## src/ntcb_pkg.sv

```systemverilog
// Package for the NTC thermistor Beta-equation converter.
// Holds widths, status codes, register indexes, pipeline stage numbers and
// the sideband struct. No dependencies.
`default_nettype none

package ntcb_pkg;

  localparam int unsigned ADDR_W    = 5;
  localparam int unsigned DATA_W    = 32;
  localparam int unsigned LOG_W     = 30;   // 6 integer bits, 24 fraction bits
  localparam int unsigned LOG_ARG_W = 51;   // widest log2 argument
  localparam int unsigned FRAC_BITS = 24;
  localparam int unsigned DEN_W     = 42;   // signed denominator
  localparam int unsigned DIV_D_W   = 41;
  localparam int unsigned DIV_N_W   = 59;
  localparam int unsigned Q_W       = 20;

  localparam logic [29:0] LN2_Q30    = 30'd744261118;
  localparam logic [19:0] KELVIN_MAX = 20'hFFFFF;

  // Stage numbers of the valid chain
  localparam int unsigned ST_LOGIN = 1;
  localparam int unsigned LOG_LAT  = 26;
  localparam int unsigned ST_MAG   = ST_LOGIN + LOG_LAT + 1;
  localparam int unsigned ST_LN    = ST_MAG + 1;
  localparam int unsigned ST_CORR  = ST_LN + 1;
  localparam int unsigned ST_DEN   = ST_CORR + 1;
  localparam int unsigned ST_NPOS  = ST_DEN + 1;
  localparam int unsigned ST_OVER  = ST_NPOS + 1;
  localparam int unsigned DIV_LAT  = 20;
  localparam int unsigned ST_OUT   = ST_OVER + DIV_LAT + 1;
  localparam int unsigned NSTG     = ST_OUT + 1;

  typedef enum logic [1:0] {
    ST_OK    = 2'd0,
    ST_ZERO  = 2'd1,
    ST_RANGE = 2'd2,
    ST_SAT   = 2'd3
  } status_t;

  typedef enum logic [2:0] {
    REG_ADC_BITS = 3'd0,
    REG_BETA     = 3'd1,
    REG_SERIES   = 3'd2,
    REG_NOMINAL  = 3'd3,
    REG_REF_K    = 3'd4
  } reg_idx_t;

  typedef struct packed {
    logic [15:0] x;
    status_t     status;
    logic        sat;      // force full-scale output
  } sb_t;

endpackage

`default_nettype wire

```

## src/ntcb_div.sv

```systemverilog
// Pipelined restoring divider, one quotient bit per stage, for quotients
// known to fit 20 bits. Depends on ntcb_pkg.
`default_nettype none

module ntcb_div (
  input  wire logic                          clk,
  input  wire logic                          en,
  input  wire logic [ntcb_pkg::DIV_D_W-1:0]  d,
  input  wire logic [ntcb_pkg::DIV_N_W-1:0]  n,
  output logic      [ntcb_pkg::Q_W-1:0]      q
);
  import ntcb_pkg::*;

  localparam int unsigned CMP_W = DIV_D_W + Q_W + 1;

  logic [DIV_N_W-1:0] rem [0:Q_W-1];
  logic [DIV_D_W-1:0] dd  [0:Q_W-1];
  logic [Q_W-1:0]     qq  [0:Q_W-1];
  logic [CMP_W-1:0]   trial [0:Q_W-1];
  logic [CMP_W-1:0]   rin   [0:Q_W-1];

  always_comb begin
    trial[0] = CMP_W'({d, 19'b0});
    rin[0]   = CMP_W'(n);
    for (int k = 1; k < Q_W; k++) begin
      trial[k] = CMP_W'(dd[k-1]) << (Q_W - 1 - k);
      rin[k]   = CMP_W'(rem[k-1]);
    end
  end

  always_ff @(posedge clk) begin
    if (en) begin
      dd[0] <= d;
      if (rin[0] >= trial[0]) begin
        rem[0] <= DIV_N_W'(rin[0] - trial[0]);
        qq[0]  <= Q_W'(1);
      end else begin
        rem[0] <= DIV_N_W'(rin[0]);
        qq[0]  <= Q_W'(0);
      end
      for (int k = 1; k < Q_W; k++) begin
        dd[k] <= dd[k-1];
        if (rin[k] >= trial[k]) begin
          rem[k] <= DIV_N_W'(rin[k] - trial[k]);
          qq[k]  <= {qq[k-1][Q_W-2:0], 1'b1};
        end else begin
          rem[k] <= DIV_N_W'(rin[k]);
          qq[k]  <= {qq[k-1][Q_W-2:0], 1'b0};
        end
      end
    end
  end

  assign q = qq[Q_W-1];

endmodule

`default_nettype wire
```

## config.mk

```make
export PLATFORM = sky130hd
export DESIGN_NAME = ntcb_div
export DESIGN_NICKNAME = d
export VERILOG_FILES = /design/src/ntcb_pkg.sv /design/src/ntcb_div.sv
export SDC_FILE = /design/constraint.sdc
export NUM_CORES = 2
export LEC_CHECK = 0
export ABC_AREA = 0
export BUFFER_PORTS_ARGS = -buffer_cell sky130_fd_sc_hd__buf_2
export CORE_ASPECT_RATIO = 0.8
export CORE_UTILIZATION = 30
export CTS_CLUSTER_SIZE = 16
export DETAILED_ROUTE_END_ITERATION = 10
export GPL_TIMING_DRIVEN = 0
export SETUP_SLACK_MARGIN = 0.15
export SYNTH_ARGS = -nofsm -noshare
export SYNTH_HDL_FRONTEND = slang
export SYNTH_SLANG_ARGS = --single-unit
```

## constraint.sdc

```tcl
create_clock -name clk -period 3.81 [get_ports clk]
set_clock_uncertainty 0.15 [all_clocks]
set_input_delay 0.1905 -clock clk [delete_from_list [all_inputs] [get_ports clk]]
set_output_delay 0.1905 -clock clk [all_outputs]
set_load 0.01 [all_outputs]
```

# After elaboration in Yosys (flattened, before gate mapping)
# Memory sizes are Yosys's and may differ from the RTL's.
# Cells that the tools add are included.
word_totals:
  out_inout_bits: 20
  input_bits: 102
  regBits: 0
  memories: 3
  mem_bits_rw: 2400
  elab_cells: 245
memory_table:
  columns: ["memory", "words", "width", "rd", "rd_ports_with_merged_regs", "wr", "line", "rtl"]
  rows:
  - ["rem", 20, 59, 19, 0, 20, "ntcb_div.sv:16", "logic [DIV_N_W-1:0] rem [0:Q_W-1];"]
  - ["dd", 20, 41, 19, 0, 20, "ntcb_div.sv:17", "logic [DIV_D_W-1:0] dd [0:Q_W-1];"]
  - ["qq", 20, 20, 20, 0, 20, "ntcb_div.sv:18", "logic [Q_W-1:0] qq [0:Q_W-1];"]
classes:
  muxes: 162
  n_bitwise: 40
  n_addsub: 20
  order_cmp: 20
op_table:
  columns: ["cell", "n"]
  rows:
  - ["$mux W59", 20]
  - ["$mux W20", 20]
  - ["$mux W1", 122]
  - ["$sub A59 B59 Y59", 2]
  - ["$ge A59 B60 Y1", 1]
  - ["$ge A59 B41 Y1", 1]
  - ["$ge A59 B42 Y1", 1]
  - ["$ge A59 B43 Y1", 1]
  - ["$ge A59 B44 Y1", 1]
  - ["$ge A59 B45 Y1", 1]
  - ["$ge A59 B46 Y1", 1]
  - ["$ge A59 B47 Y1", 1]
  - ["$ge A59 B48 Y1", 1]
  - ["$ge A59 B49 Y1", 1]
  - ["$ge A59 B50 Y1", 1]
  - ["$ge A59 B51 Y1", 1]
  - ["$ge A59 B52 Y1", 1]
  - ["$ge A59 B53 Y1", 1]
  - ["$ge A59 B54 Y1", 1]
  - ["$ge A59 B55 Y1", 1]
  - ["$ge A59 B56 Y1", 1]
  - ["$ge A59 B57 Y1", 1]
  - ["$ge A59 B58 Y1", 1]
  - ["$ge A59 B59 Y1", 1]
  - ["19 further kinds", 58]

# Logic depth before layout (Yosys ltp)
# An unclocked memory read counts as a cell.
depth:
  word_depth: 6
  ltp_mapped: 16
  mapped_depth_nobuf: 15

# Least setup slack after synthesis
# Ideal clock, no wire load.
synth_timing:
  kind: "register -> register"
  startpoint: "mem rem[7][11]"
  endpoint: "mem rem[8][12], data pin"
  path_stages_with_launch: 16
  synth_period_minus_slack_ps: 3831
  arrival_time_ps: 3421
  path_slack_ps: -21
  n_path_buf: 2
  cell_sequence: "edfxtp_1 > inv_1 > ha_1 > inv_1 > fa_1 > a211oi_1 > o21ai_2 > o21ai_2 > o31ai_2 > a31oi_1 > o31ai_2 > a311oi_1 > o31a_1 > buf_6 > clkbuf_1 > mux2_2"
synth_lines:
  columns: ["element", "line"]
  rows:
  - ["start, declared", "ntcb_div.sv:16"]

==> metrics.yaml <==
path_clk_slew_ns: 0.06
die_h_um: 572
yosys.area.top_type: "edfxtp_1"
seq_area_frac_synth: 0.519
synth_seq_cells: 2110
insertion_delay_ns: 0.95
p_leak_nw: 61.2
dieArea_sq_mm: 0.409
powerDensity_mw_per_mm2: 736
synthArstFlopShare: 0
synth_edf_count: 2109
netlist_area_sq_mm: 0.122
synthesis.nets: 12500
slew_violations: 0
first_pass_iters: 6
worst_slack_ns: -0.213
n_fill_cell: 38900
crit_path_max_fanout: 3
synthFlopType: "edfxtp_1"
clock-sinks: 2110
grt_max_degree: 115
hold_path_class: "primary input to flop"
final-setup-viol-count: 221
antenna_found_initial: 9
start_util: 0.301
crit_path_end_kind: "flop"
finalHoldViolations: 2
net-switching-power_w: 0.0451
status: "complete, but fails checks"
h-tree-depth: 4
synth_cell_type_count: 105
grt_pass1_vias: 89000
synth_top_area_frac: 0.519
clockPowerShare: 0.185
synthCells: 11500
cellInternalPower_w: 0.0694
utilization: 0.384
power_frac_seq: 0.336
maxCapViolations: 0
ant_nets: 0
avgViaCountPerCell: 5.04
synth_warnings: 0
drive_gt1_frac: 0.216
cp_data_required_time_ns: 4.29
num_io_pins: 122
fin_crit_sh: 1.06
grt_pass1_wl_um: 537000
root_buffer: "clkbuf_16"
place_congestion: 0.943
area_growth_pct: 27.5
syn_avg_cell_area_sq_um: 10.6
arrival_ns: 4.50
cts-buffers-inserted: 216
power_frac_comb: 0.479
wl_per_cell_um: 20.4
finalPower_w: 0.114
whs_ns: -0.0425
tritoncts: "yes"
grt_remaining_overflow: 0
dp_hpwl_um: 275000
clockBufferDepth: 4
vias: 92100
clock.fmax_mhz: 249
cp-start-kind: "flop"
nets: 13600
peakVddDrop_mv: 0.399
rsz0062_at_grt: "true"
grt_usage: 0.169
crit_type: "flop to flop"
swShare: 0.394
worst_pin_slew_ns: 1.08
core_sq_mm: 0.405
relSlewSlack: 0.275
finalWirelength_um: 372000
period_needed_ns: 4.02
io_buffers: 121
failed_checks: "negative hold slack, negative setup slack"
rows: 209
synth_area_leaders: "edfxtp_1 (52%), ha_1 (8.4%), a21oi_1 (3.9%), o21ai_0 (3.8%), nand2_1 (3.3%)"
drt_iter0_drc: 6434
fp.dieW_um: 715
drcViolationCount: 0
## final timing paths
path	depth (start not counted)	to	slack, ns	from
hold reg to reg	0	dd[7][37]	0.22	dd[6][78]
setup reg to reg	14	rem[16][54]	-0.21	rem[15][41]
setup / recovery	14	rem[16][54]	-0.21	rem[15][41]
hold / removal	5	rem[0][41]	-0.04	d[22]
## metrics by stage
stage          TNS (ns)  setup WS (ns)  cells  area (sq um)
2_1_floorplan         0          0.153  11500        122000
5_1_grt          -35.14         -0.257  18300        156000
3_5_place_dp   -4673.97          -4.27  17100        130000
6_report         -12.14         -0.213  18300        156000
3_3_place_gp          -         -18.44  17000        129000
4_1_cts          -15.72         -0.182  17800        145000
## flip-flops by register name, indices dropped and copies added, names as in the netlist
register  count
rem        1121
dd          779
qq          210
## routing by layer
layer / global-route usage / vias to the layer above / part of all wire / wire, um
met5: 0 / - / 0.00015 / 55
met4: 0.0829 / 8 / 0.061 / 22700
li1: - / 44600 / - / -
met2: 0.299 / 2513 / 0.49 / 182000
met1: 0.202 / 44100 / 0.41 / 151000
met3: 0.0209 / 812 / 0.042 / 15700
## worst max-delay path: stages (launching register included)
cell and delay, ns:
edfxtp_1 0.47, ha_1 0.33, clkbuf_8 0.13, nand3_4 0.16
nor4_4 0.20, nand4_1 0.53, nor4_4 0.48, a21oi_2 0.11
and2_4 0.16, a31oi_4 0.20, buf_6 0.14, and2_4 0.18
nand2_4 0.07, nor4_4 0.22, xor2_1 0.13
## cell families (layout without fill, tap and decap cells)
kind of cell / after synthesis / after routing / share of synthesized area
compound gates: 3206 / 3206 / 0.162
simple gates: 2991 / 2991 / 0.118
flops: 2110 / 2110 / 0.519
buf+inv: 1472 / 2802 / 0.0463
fa+ha+maj: 838 / 838 / 0.0871
xor+xnor: 834 / 834 / 0.0599
mux: 88 / 88 / 0.00806
other cells: 0 / 4 / 0
## cell usage after synthesis (20+ instances only)
master / number
a21o_1: 494
a211oi_1: 77
clkbuf_1: 346
or2_2: 39
o21bai_1: 111
xnor2_1: 447
nand4b_1: 25
xor2_1: 387
nor4_1: 113
o31ai_1: 53
a21boi_0: 30
mux2_2: 82
nand3_1: 182
a31oi_1: 99
nor4b_1: 22
and2_1: 71
o41ai_1: 21
nand2b_1: 108
nand3b_1: 21
nand2_1: 1062
o21ai_0: 935
a211o_1: 21
nor2_1: 651
buf_4: 20
or4_1: 24
nor2b_1: 98
or3_1: 49
edfxtp_1: 2109
nor3b_1: 24
a21oi_1: 954
ha_1: 819
nor3_1: 155
inv_1: 1052
o211ai_1: 44
a221oi_1: 27
buf_1: 20
and3_1: 81
nand4_1: 215
o21a_1: 83
o31a_1: 26
buf_2: 29
## timing repair
item	in CTS	in global routing
cloned	22	42
pin swaps	226	456
endpoints found under the hold margin	272	38
setup endpoints to repair	2296	1097
hold buffers	120	55
setup buffers	205	359
resized for setup	1211	1789
## cells in the final DEF (no fill, tap or decap), types with 80 or more instances in the layout
| cell | n |
|---|---|
| dlygate4sd3_1 | 170 |
| a21oi_2 | 130 |
| edfxtp_1 | 2109 |
| o21bai_1 | 103 |
| a21oi_1 | 796 |
| xor2_1 | 382 |
| nor2b_1 | 80 |
| o21ai_2 | 166 |
| nand3_1 | 155 |
| clkbuf_1 | 169 |
| nor3_1 | 101 |
| o21ai_1 | 131 |
| a21o_1 | 492 |
| nand4_1 | 215 |
| buf_4 | 496 |
| buf_2 | 136 |
| nor2_4 | 94 |
| inv_1 | 1025 |
| nand2b_1 | 101 |
| buf_6 | 95 |
| o21ai_0 | 616 |
| nor2_1 | 523 |
| ha_4 | 82 |
| ha_1 | 692 |
| xnor2_1 | 435 |
| nand2_1 | 912 |
| clkbuf_16 | 287 |
## power groups by stage
stage                     Combinational, W  Clock (W)  Sequential (W)
after global routing                0.0598     0.0224          0.0389
after detailed placement            0.0440          0          0.0381
after global placement              0.0438          0          0.0385
final                               0.0549     0.0212          0.0384
after CTS                           0.0481     0.0217          0.0378
after floorplan                     0.0332          0          0.0361
## cell type report
cell class,count,area (sq um),area share
Sequential cell,2110,63400,0.407
Multi-Input combinational cell,7957,61500,0.395
Timing Repair Buffer,945,9450,0.0607
Tap cell,5380,6730,0.0433
Clock buffer,257,5580,0.0359
Inverter,1055,4010,0.0257
Buffer,417,3700,0.0238
Clock inverter,128,1250,0.00803
Antenna cell,4,10.0,0.0000643
(Power assumes the default switching activity.)
